### src/hdl/wtscr_ram.sv
`timescale 1ns / 1ps

module wtscr_ram #(
  parameter int unsigned WIDTH = 8,
  parameter int unsigned DEPTH = 64,
  localparam int unsigned AW = (DEPTH > 1) ? $clog2(DEPTH) : 1
) (
  input  logic             clk_i,
  input  logic             we_i,
  input  logic [AW-1:0]    waddr_i,
  input  logic [WIDTH-1:0] wdata_i,
  input  logic             re_i,
  input  logic [AW-1:0]    raddr_i,
  output logic [WIDTH-1:0] rdata_o
);

  logic [WIDTH-1:0] mem_q [DEPTH];
  logic [WIDTH-1:0] rdata_q;

  always_ff @(posedge clk_i) begin
    if (we_i) begin
      mem_q[waddr_i] <= wdata_i;
    end
    if (re_i) begin
      rdata_q <= mem_q[raddr_i];
    end
  end

  assign rdata_o = rdata_q;

endmodule

### config.mk
export PLATFORM = sky130hd
export DESIGN_NAME = wtscr_ram
export DESIGN_NICKNAME = d
export VERILOG_FILES = /design/src/hdl/wtscr_ram.sv
export SDC_FILE = /design/constraint.sdc
export NUM_CORES = 1
export LEC_CHECK = 0
export ABC_AREA = 1
export BUFFER_PORTS_ARGS = -buffer_cell sky130_fd_sc_hd__buf_2
export CORE_ASPECT_RATIO = 0.9
export CORE_MARGIN = 5
export CORE_UTILIZATION = 30
export CTS_BUF_LIST = sky130_fd_sc_hd__clkbuf_4 sky130_fd_sc_hd__clkbuf_8
export DETAILED_ROUTE_END_ITERATION = 8
export PLACE_DENSITY = 0.53
export SYNTH_ARGS = -nofsm -noshare
export SYNTH_HDL_FRONTEND = slang
export SYNTH_SLANG_ARGS = --single-unit
### constraint.sdc
create_clock -name clk_i -period 2.9 [get_ports clk_i]
set_input_delay 0.87 -clock clk_i [delete_from_list [all_inputs] [get_ports clk_i]]
set_output_delay 0.87 -clock clk_i [all_outputs]
set_load 0.05 [all_outputs]
==> impl_metrics.json <==
{
  "status": "completed",
  "drc": 0,
  "finalCritPeriodShare_pct": 83.0,
  "clock_path_buffers": 3,
  "synth_most_common_cell": "nand2_1",
  "critPathKind": "flip-flop to output pin",
  "synth_area_leader_cell": "edfxtp_1",
  "grt_max_degree": 76,
  "ios": 31,
  "dp.cells": 2794,
  "fin_worst_skew_ps": 39.8,
  "drt_iter0_drc": 1496,
  "drt-pass1-iter-count": 5,
  "vias": 14196,
  "ys_types": 15,
  "cts_htree_levels": 3,
  "worstPathMaxFanout": 1,
  "post_synth.cell_area_avg_um2": 11.9,
  "layout.cells.non_filler": 2945,
  "hold_depth": 1,
  "synth.yosys.warnings": 0,
  "holdCritStartpoint": "wdata_i[1]",
  "final_nets": 1954,
  "maxSlewHeadroom_pct": 11.0,
  "dp.final_hpwl_um": 36700,
  "max_stage_delay_ps": 510,
  "synth_nets": 1828,
  "core_mm2": 0.0712,
  "pwr_density_cell_mw_per_mm2": 635,
  "rows": 93,
  "setup_tns_ps": 0,
  "worst_hold_path.endpoint": "mem_q[59][1]$_DFFE_PP_",
  "drive_gt1_share_pct": 14.3,
  "drv_slew": 0,
  "place_congestion": 0.832,
  "timing.rr.start": "mem_q[17][6]$_DFFE_PP_",
  "hold_buffers": 0,
  "critPathBufInv": 1,
  "routed_wl_um": 60400,
  "grt_pass1_wl_um": 90100,
  "postSynth.asyncResetShare_pct": 0,
  "min_path_type": "primary input to flip-flop",
  "netlist_area_mm2": 0.0214,
  "crit_path_end_kind": "output pin",
  "timing.rr.end": "rdata_o[6]$_DFFE_PP_",
  "synth_edf_count": 520,
  "met2_usage_pct": 22.3,
  "area_growth_pct": 15.8,
  "wire_per_inst_um": 20.5,
  "reg2reg_setup_slack_ps": 1360,
  "cap_violations": 0,
  "synth-main-ff-cell": "edfxtp_1",
  "numPortBuffers": 30,
  "cts_setup_buffers": 0,
  "cts_resized": 0,
  "worstPathCellList": "buf_2",
  "tightest_slew_ps": 1330,
  "dieHeight_um": 263,
  "numCtsBuffers": 85,
  "cp.arrival_ps": 1540,
  "n_fill_cell": 7167,
  "cellLeakagePower_nw": 8.97,
  "antenna_found_initial": 10,
  "yosys-top-cells-area": "edfxtp_1, nand2_1, nand3_1",
  "fmax_mhz": 415,
  "setup_viol": 0,
  "root_buffer": "clkbuf_8",
  "crit_slowest_cell": "edfxtp_1",
  "hold_viol": 0,
  "rsz0062_at_grt": "no",
  "grt_use_met1_pct": 22.7,
  "clkLatencyLatePin_ps": 690,
  "busiest_layer": "met1",
  "synth_top_area_share_pct": 72.9,
  "grt_use_total_pct": 15.4,
  "die_x_um": 292,
  "synth-seq-cells": 520,
  "cts_tree": "built",
  "synthCells": 1805,
  "viasPerCell": 4.82,
  "cp.required_ps": 2030,
  "grt_pass1_vias": 14051,
  "ir_drop_mv": 0.330,
  "fp.dieArea_mm2": 0.0768,
  "crit_family": "flip-flops",
  "overflow": 0,
  "ant_nets": 0,
  "start_kind": "flip-flop",
  "synth-seq-area-share_pct": 72.9,
  "use_met3_pct": 4.38,
  "path_clk_slew_ps": 60,
  "worst_r2r_path_depth": 8,
  "synth_common_cells": "nand2_1, edfxtp_1, nand3_1, nor2_1, buf_2",
  "start_util_pct": 30.1,
  "period_needed_ps": 2410,
  "clock_sinks": 520
}
## registers in the layout, summed over array words and instances (netlist names)
| register | cells |
|---|---|
| rdata_o | 8 |
| mem_q | 512 |
## cells in the final DEF (no fill, tap or decap), types with 9 or more instances in the layout
| cell type | instances |
|---|---|
| nor2_1 | 56 |
| buf_4 | 101 |
| nand3_1 | 439 |
| inv_1 | 9 |
| buf_2 | 28 |
| nand2_1 | 648 |
| clkbuf_4 | 26 |
| clkinv_1 | 19 |
| buf_12 | 22 |
| nand4_1 | 9 |
| edfxtp_1 | 520 |
| clkbuf_8 | 87 |
## stage by stage
stage,worst slack (ps),total power (W),cell area [um2],utilization [%],hold slack (ps)
detailed placement,113,0.00961,23200,32.5,903
floorplan,264,0.00913,21400,-,797
global route,460,0.0163,24800,34.8,568
global placement,111,0.00961,23200,32.5,907
CTS,476,0.0159,24800,34.8,549
finish,492,0.0157,24800,34.8,599
## cells by family after synthesis
logic type	Yosys count	synth area share, %
buffers and inverters	125	4.01
AND/OR/NAND/NOR	1160	23.1
flip-flops	520	72.9
## report_power, final
group / internal [W] / switching, W / total [W]
clock network: 0.00338 / 0.00290 / 0.00628
registers: 0.00834 / 0.0000307 / 0.00837
logic: 0.000288 / 0.000804 / 0.00109
## how the worst max path moves through the flow
stage | startpoint | to | slack, ps | cells past startpoint
5_1_grt | rdata_o[5]$_DFFE_PP_ | rdata_o[5] | 460 | 1
3_5_place_dp | raddr_i[1] | rdata_o[6]$_DFFE_PP_ | 110 | 10
6_report | rdata_o[5]$_DFFE_PP_ | rdata_o[5] | 490 | 1
3_3_place_gp | raddr_i[1] | rdata_o[6]$_DFFE_PP_ | 110 | 10
4_1_cts | rdata_o[5]$_DFFE_PP_ | rdata_o[5] | 480 | 1
2_1_floorplan | we_i | mem_q[48][0]$_DFFE_PP_ | 260 | 3
## routing by layer
metal / vias to the layer above / wire length (um) / share of wire [%]
met5: - / 28 / 0.046
met2: 535 / 26100 / 43
met3: 96 / 5170 / 8.6
met4: 4 / 1300 / 2.2
li1: 6622 / - / -
met1: 6939 / 27800 / 46
## cell type report
type                    instances  area [um2]  area share, %
diodes                          3        7.51         0.0303
clock buffers                 113        1390           5.62
multi-input cells            1160        4950           19.9
repair buffers                152        1350           5.44
clock inverters                35         243          0.979
inverters                      12        52.6          0.212
well taps                     950        1190           4.79
flip-flops and latches        520       15600           63.0
Power figures use the tool's default switching activity.
