===== src/hdl/wtscr_pkg.sv =====
`timescale 1ns / 1ps

package wtscr_pkg;

  localparam int unsigned SUM_W      = 12;
  localparam int unsigned LEN_W      = 7;
  localparam int unsigned GW_W       = 6;
  localparam int unsigned SRCX_W     = 14;
  localparam int unsigned TADDR_W    = 21;
  localparam int unsigned ROW_W      = 6;
  localparam int unsigned CODE_W     = 8;
  localparam int unsigned IDX_W      = 8;
  localparam int unsigned CFG_IDX_W  = 3;
  localparam int unsigned CFG_DATA_W = 13;
  localparam int unsigned DIV_CNT_W  = 4;

  typedef enum logic [1:0] {
    CMD_WRITE_TEXT  = 2'd0,
    CMD_WRITE_ATLAS = 2'd1,
    CMD_RENDER      = 2'd2
  } cmd_e;

  typedef enum logic [2:0] {
    CFG_TEXT_LENGTH  = 3'd0,
    CFG_GLYPH_WIDTH  = 3'd1,
    CFG_GLYPH_HEIGHT = 3'd2,
    CFG_FIRST_CODE   = 3'd3,
    CFG_ATLAS_WIDTH  = 3'd4,
    CFG_ROW_TOP      = 3'd5,
    CFG_SCROLL_PHASE = 3'd6
  } cfg_e;

  typedef enum logic [2:0] {
    S_IDLE,
    S_DIV_GW,
    S_DIV_LEN,
    S_CODE,
    S_SRCX,
    S_ROWS
  } state_e;

  typedef struct packed {
    logic [1:0]  command;
    logic [14:0] write_address;
    logic [7:0]  write_data;
    logic [9:0]  column_x;
  } in_word_t;

  typedef struct packed {
    logic [9:0]  pixel_x;
    logic [10:0] pixel_y;
    logic [7:0]  color;
    logic        opaque;
    logic        last;
  } out_word_t;

  typedef struct packed {
    logic             start;
    logic [SUM_W-1:0] dividend;
    logic [LEN_W-1:0] divisor;
  } div_req_t;

  typedef struct packed {
    logic             done;
    logic [SUM_W-1:0] quotient;
    logic [LEN_W-1:0] remainder;
  } div_rsp_t;

endpackage


===== src/hdl/wtscr_div.sv =====
`timescale 1ns / 1ps

module wtscr_div (
  input  logic                clk_i,
  input  logic                rst_ni,
  input  wtscr_pkg::div_req_t req_i,
  output wtscr_pkg::div_rsp_t rsp_o
);

  localparam int unsigned NW = wtscr_pkg::SUM_W;
  localparam int unsigned DW = wtscr_pkg::LEN_W;
  localparam int unsigned CW = wtscr_pkg::DIV_CNT_W;

  logic          busy_q, busy_d;
  logic          done_q, done_d;
  logic [CW-1:0] cnt_q, cnt_d;
  logic [NW-1:0] quo_q, quo_d;
  logic [DW-1:0] rem_q, rem_d;
  logic [DW-1:0] div_q, div_d;
  logic [DW:0]   shifted;
  logic [DW:0]   diff;
  logic          ge;

  assign shifted = {rem_q, quo_q[NW-1]};
  assign diff    = shifted - {1'b0, div_q};
  assign ge      = shifted >= {1'b0, div_q};

  always_comb begin
    busy_d = busy_q;
    done_d = 1'b0;
    cnt_d  = cnt_q;
    quo_d  = quo_q;
    rem_d  = rem_q;
    div_d  = div_q;
    if (req_i.start) begin
      busy_d = 1'b1;
      cnt_d  = '0;
      quo_d  = req_i.dividend;
      rem_d  = '0;
      div_d  = req_i.divisor;
    end else if (busy_q) begin
      quo_d = {quo_q[NW-2:0], ge};
      rem_d = ge ? diff[DW-1:0] : shifted[DW-1:0];
      cnt_d = cnt_q + 1'b1;
      if (cnt_q == CW'(NW - 1)) begin
        busy_d = 1'b0;
        done_d = 1'b1;
      end
    end
  end

  always_ff @(posedge clk_i or negedge rst_ni) begin
    if (!rst_ni) begin
      busy_q <= 1'b0;
      done_q <= 1'b0;
      cnt_q  <= '0;
    end else begin
      busy_q <= busy_d;
      done_q <= done_d;
      cnt_q  <= cnt_d;
    end
  end

  always_ff @(posedge clk_i) begin
    quo_q <= quo_d;
    rem_q <= rem_d;
    div_q <= div_d;
  end

  assign rsp_o.done      = done_q;
  assign rsp_o.quotient  = quo_q;
  assign rsp_o.remainder = rem_q;

endmodule


===== config.mk =====
export PLATFORM = sky130hd
export DESIGN_NAME = wtscr_div
export DESIGN_NICKNAME = d
export VERILOG_FILES = /design/src/hdl/wtscr_pkg.sv /design/src/hdl/wtscr_div.sv
export SDC_FILE = /design/constraint.sdc
export NUM_CORES = 1
export LEC_CHECK = 0
export BUFFER_PORTS_ARGS = -buffer_cell sky130_fd_sc_hd__buf_2
export CORE_MARGIN = 1.5
export CORE_UTILIZATION = 40
export DETAILED_ROUTE_END_ITERATION = 16
export GPL_TIMING_DRIVEN = 0
export MAX_ROUTING_LAYER = met4
export PLACE_DENSITY = 0.65
export SKIP_CTS_REPAIR_TIMING = 1
export SYNTH_ARGS = -nofsm -noshare
export SYNTH_HDL_FRONTEND = slang
export SYNTH_SLANG_ARGS = --single-unit

===== constraint.sdc =====
create_clock -name clk_i -period 3.8 [get_ports clk_i]
set_input_delay 0.19 -clock clk_i [delete_from_list [all_inputs] [get_ports clk_i]]
set_output_delay 0.19 -clock clk_i [all_outputs]
set_load 0.05 [all_outputs]

==> metrics.cfg <==
[critical_path]
r2r_start=quo_q[11]$_DFFE_PP_
rr_worst_depth=9
path_cells=inv_1, ha_1, fa_1, nand2b_1, a211o_1, buf_6, and3_1, buf_6, a311oi_2
critPathKind=reg -> reg
end_kind=register
slowest_stage=fa_1
r2r_end=rem_q[0]$_SDFFE_PP0P_
r2r_slack_ns=1.51
crit_fanout=9
cpMostUsedCell=buf_6
worst_path_largest_cell_delay_ns=0.40
start_kind=register
worstPathArrival_ns=2.50
crit_required_ns=4.00

[synthesis]
synth_top_area_share_pct=31.5
yosysSeqAreaShare_pct=47.5
yosys_warnings=0
synth-edff-count=19
syn_area_per_cell_um2=11.3
syn-cell-area_um2=1810
synth_area_leaders=edfxtp_1 (31%), dfrtp_1 (8.3%), dfxtp_1 (7.7%), mux2_2 (6.8%), ha_1 (5.5%)
async_reset_ff_share_pct=18.8
ys_ff_latch=32
synthFlopType=edfxtp_1
yosysTopAreaCell=edfxtp_1
syn_inst=160
syn-num-nets=191
ys_types=45

[clocking]
clock_latency_ns=0.29
clock_sinks=32
cts_tree=built
h-tree-depth=2
cts_made_buffers=5
cts_buffer_depth=2
root_buffer=clkbuf_8
clk_pin_slew_worst_paths_ns=0.07

[cells_and_area]
drive_gt1_share_pct=35.7
nFillCells=384
design_area_um2=2200
stdcell_count=262
num_antenna_cells=0
areaGrowthSynthToFinish_pct=21.6
nets=240
seqCellArea_um2=861
multiInputGateArea_um2=850

[sta]
slew_headroom_pct=64.2
holdWs_ns=0.0734
period_share_pct=60.3
slew_viol_final=0
fin_setup_tns_ns=0
fmax_ghz=0.436
max_slew.worst_pin.slew_ns=0.537
layout_min_cycle_time_ns=2.29
rsz0062_at_grt=no
hold_viol=0
clock_skew_ns=0.00432
setup_viol=0

[grt]
grt_pass1_wl_mm=6.10
grt_pass1_vias=1304
grt_remaining_overflow=0
grt_max_degree=13
grt_use_total_pct=16.3
antenna_found_initial=0

[job]
cap_viol_max_count=0

[power_and_ir_drop]
powerDensity_nw_per_um2=608
ir_worst_vdd_v=0.000257
p_leak_nw=0.959
power_w=0.00134

[worst_hold_path]
whs_path_depth=1
hp-start=req_i[0]
min_path_type=in -> reg
worstHoldEndpoint=div_q[0]$_DFFE_PP_

[place]
dp_cells=253
routabilityCongestion=0.770
io_buffers=41
hpwl_mm=2.64
place_area_um2=2080

[die]
boundaryPins=42
fp.dieW_um=70.3
start_util_pct=41.6
coreArea_um2=4350
die_h_um=70.3
rows=24
dieArea_um2=4950

[detailed_routing]
drc=0
postRouteAntennaNets=0
wl_mm=3.61
first_iter_violations=66
viasPerCell=5.24
wl_per_cell_um=13.8
first_pass_iters=4
vias=1373

[outcome]
outcome=finished clean

stage by stage:
stage / setup WS (ns) / utilization, %
after global routing: 1.37 / 50.6
after CTS: 1.50 / 50.4
final: 1.51 / 50.6
after detailed placement: 1.51 / 47.8
after global placement: 1.54 / 47.8
after floorplan: 1.24 / -
synth_stat cells (2+ instances only):
master    number
edfxtp_1      19
nor2_1        15
inv_1         11
mux2_2        11
ha_1           8
nand2_1        8
dfxtp_1        7
dfrtp_1        6
nand2b_1       6
nor3b_1        5
a21o_1         4
a41oi_1        4
nand3b_1       4
a211oi_1       3
buf_1          3
nand4_1        3
xnor2_1        3
xor2_1         3
a311oi_2       2
a31oi_1        2
buf_4          2
buf_6          2
clkbuf_1       2
mux2i_1        2
o21ai_0        2
o21bai_1       2
o31ai_2        2
or3b_2         2
worst max-delay path: cells and delay by family, from the launching register on:
kind / cells / cell delay, ns
AO/OA/AOI/OAI: 2 / 0.53
buffers and inverters: 3 / 0.34
adder cells (fa/ha/maj): 2 / 0.62
flip-flops: 1 / 0.35
AND/OR/NAND/NOR: 2 / 0.37
registers in the layout, summed over array words and instances, names as in the netlist:
signal and flops:
cnt_q 4, busy_q 1, div_q 7, quo_q 12, rem_q 7, done_q 1
cells in the final DEF (no fill, tap or decap), types with 3 or more instances in the layout:
cell	instances
edfxtp_1	19
a41oi_1	4
a21o_1	4
buf_1	3
buf_2	42
mux2_2	11
nand2b_1	6
nor2_1	15
nand4_1	3
nand2_1	8
ha_1	8
inv_1	11
nand3b_1	4
nor3b_1	5
dfrtp_1	6
xor2_1	3
clkbuf_8	5
xnor2_1	3
dfxtp_1	7
a211oi_1	3
routing by layer:
metal / wire length, um / up-vias / GRT usage, % / share of wire [%]
met1: 1680 / 640 / 21.5 / 47
met3: 189 / 10 / 4.76 / 5.2
met5: 0 / - / - / 0
li1: - / 681 / - / -
met4: 71 / 0 / 5.98 / 2.0
met2: 1670 / 42 / 23.7 / 46
worst max path at each step:
| stage | start | to | slack [ns] | cells past startpoint |
|---|---|---|---|---|
| after floorplan | quo_q[11]$_DFFE_PP_ | rem_q[0]$_SDFFE_PP0P_ | 1.24 | 9 |
| after global placement | quo_q[11]$_DFFE_PP_ | rem_q[0]$_SDFFE_PP0P_ | 1.54 | 9 |
| after detailed placement | quo_q[11]$_DFFE_PP_ | rem_q[0]$_SDFFE_PP0P_ | 1.51 | 9 |
| after CTS | quo_q[11]$_DFFE_PP_ | rem_q[0]$_SDFFE_PP0P_ | 1.50 | 9 |
| after global routing | quo_q[11]$_DFFE_PP_ | rem_q[2]$_SDFFE_PP0P_ | 1.37 | 9 |
| final | quo_q[11]$_DFFE_PP_ | rem_q[0]$_SDFFE_PP0P_ | 1.51 | 9 |
kinds of logic (layout without fill, tap and decap cells):
family / Yosys count / count (layout) / synth area share, %
mux: 13 / 13 / 7.94
compound gates: 29 / 29 / 14.0
xor+xnor: 6 / 6 / 2.90
simple gates: 50 / 50 / 15.4
buf+inv: 21 / 71 / 5.66
flops: 32 / 32 / 47.5
fa+ha+maj: 9 / 9 / 6.63
final cells by class:
class,instances,area share [%]
clock buffers,5,3.12
multi-input cells,107,38.5
inverters,11,1.87
flip-flops and latches,32,39.0
plain buffers,10,2.78
repair buffers,42,9.76
clock inverters,3,1.93
well taps,52,2.95
power breakdown:
part / leakage (nW) / switching, W / internal, W
logic: 0.575 / 0.000346 / 0.000199
registers: 0.330 / 0.0000423 / 0.000425
clock network: 0.0541 / 0.000134 / 0.000194
Note: power is estimated with default switching activity, not from simulation.
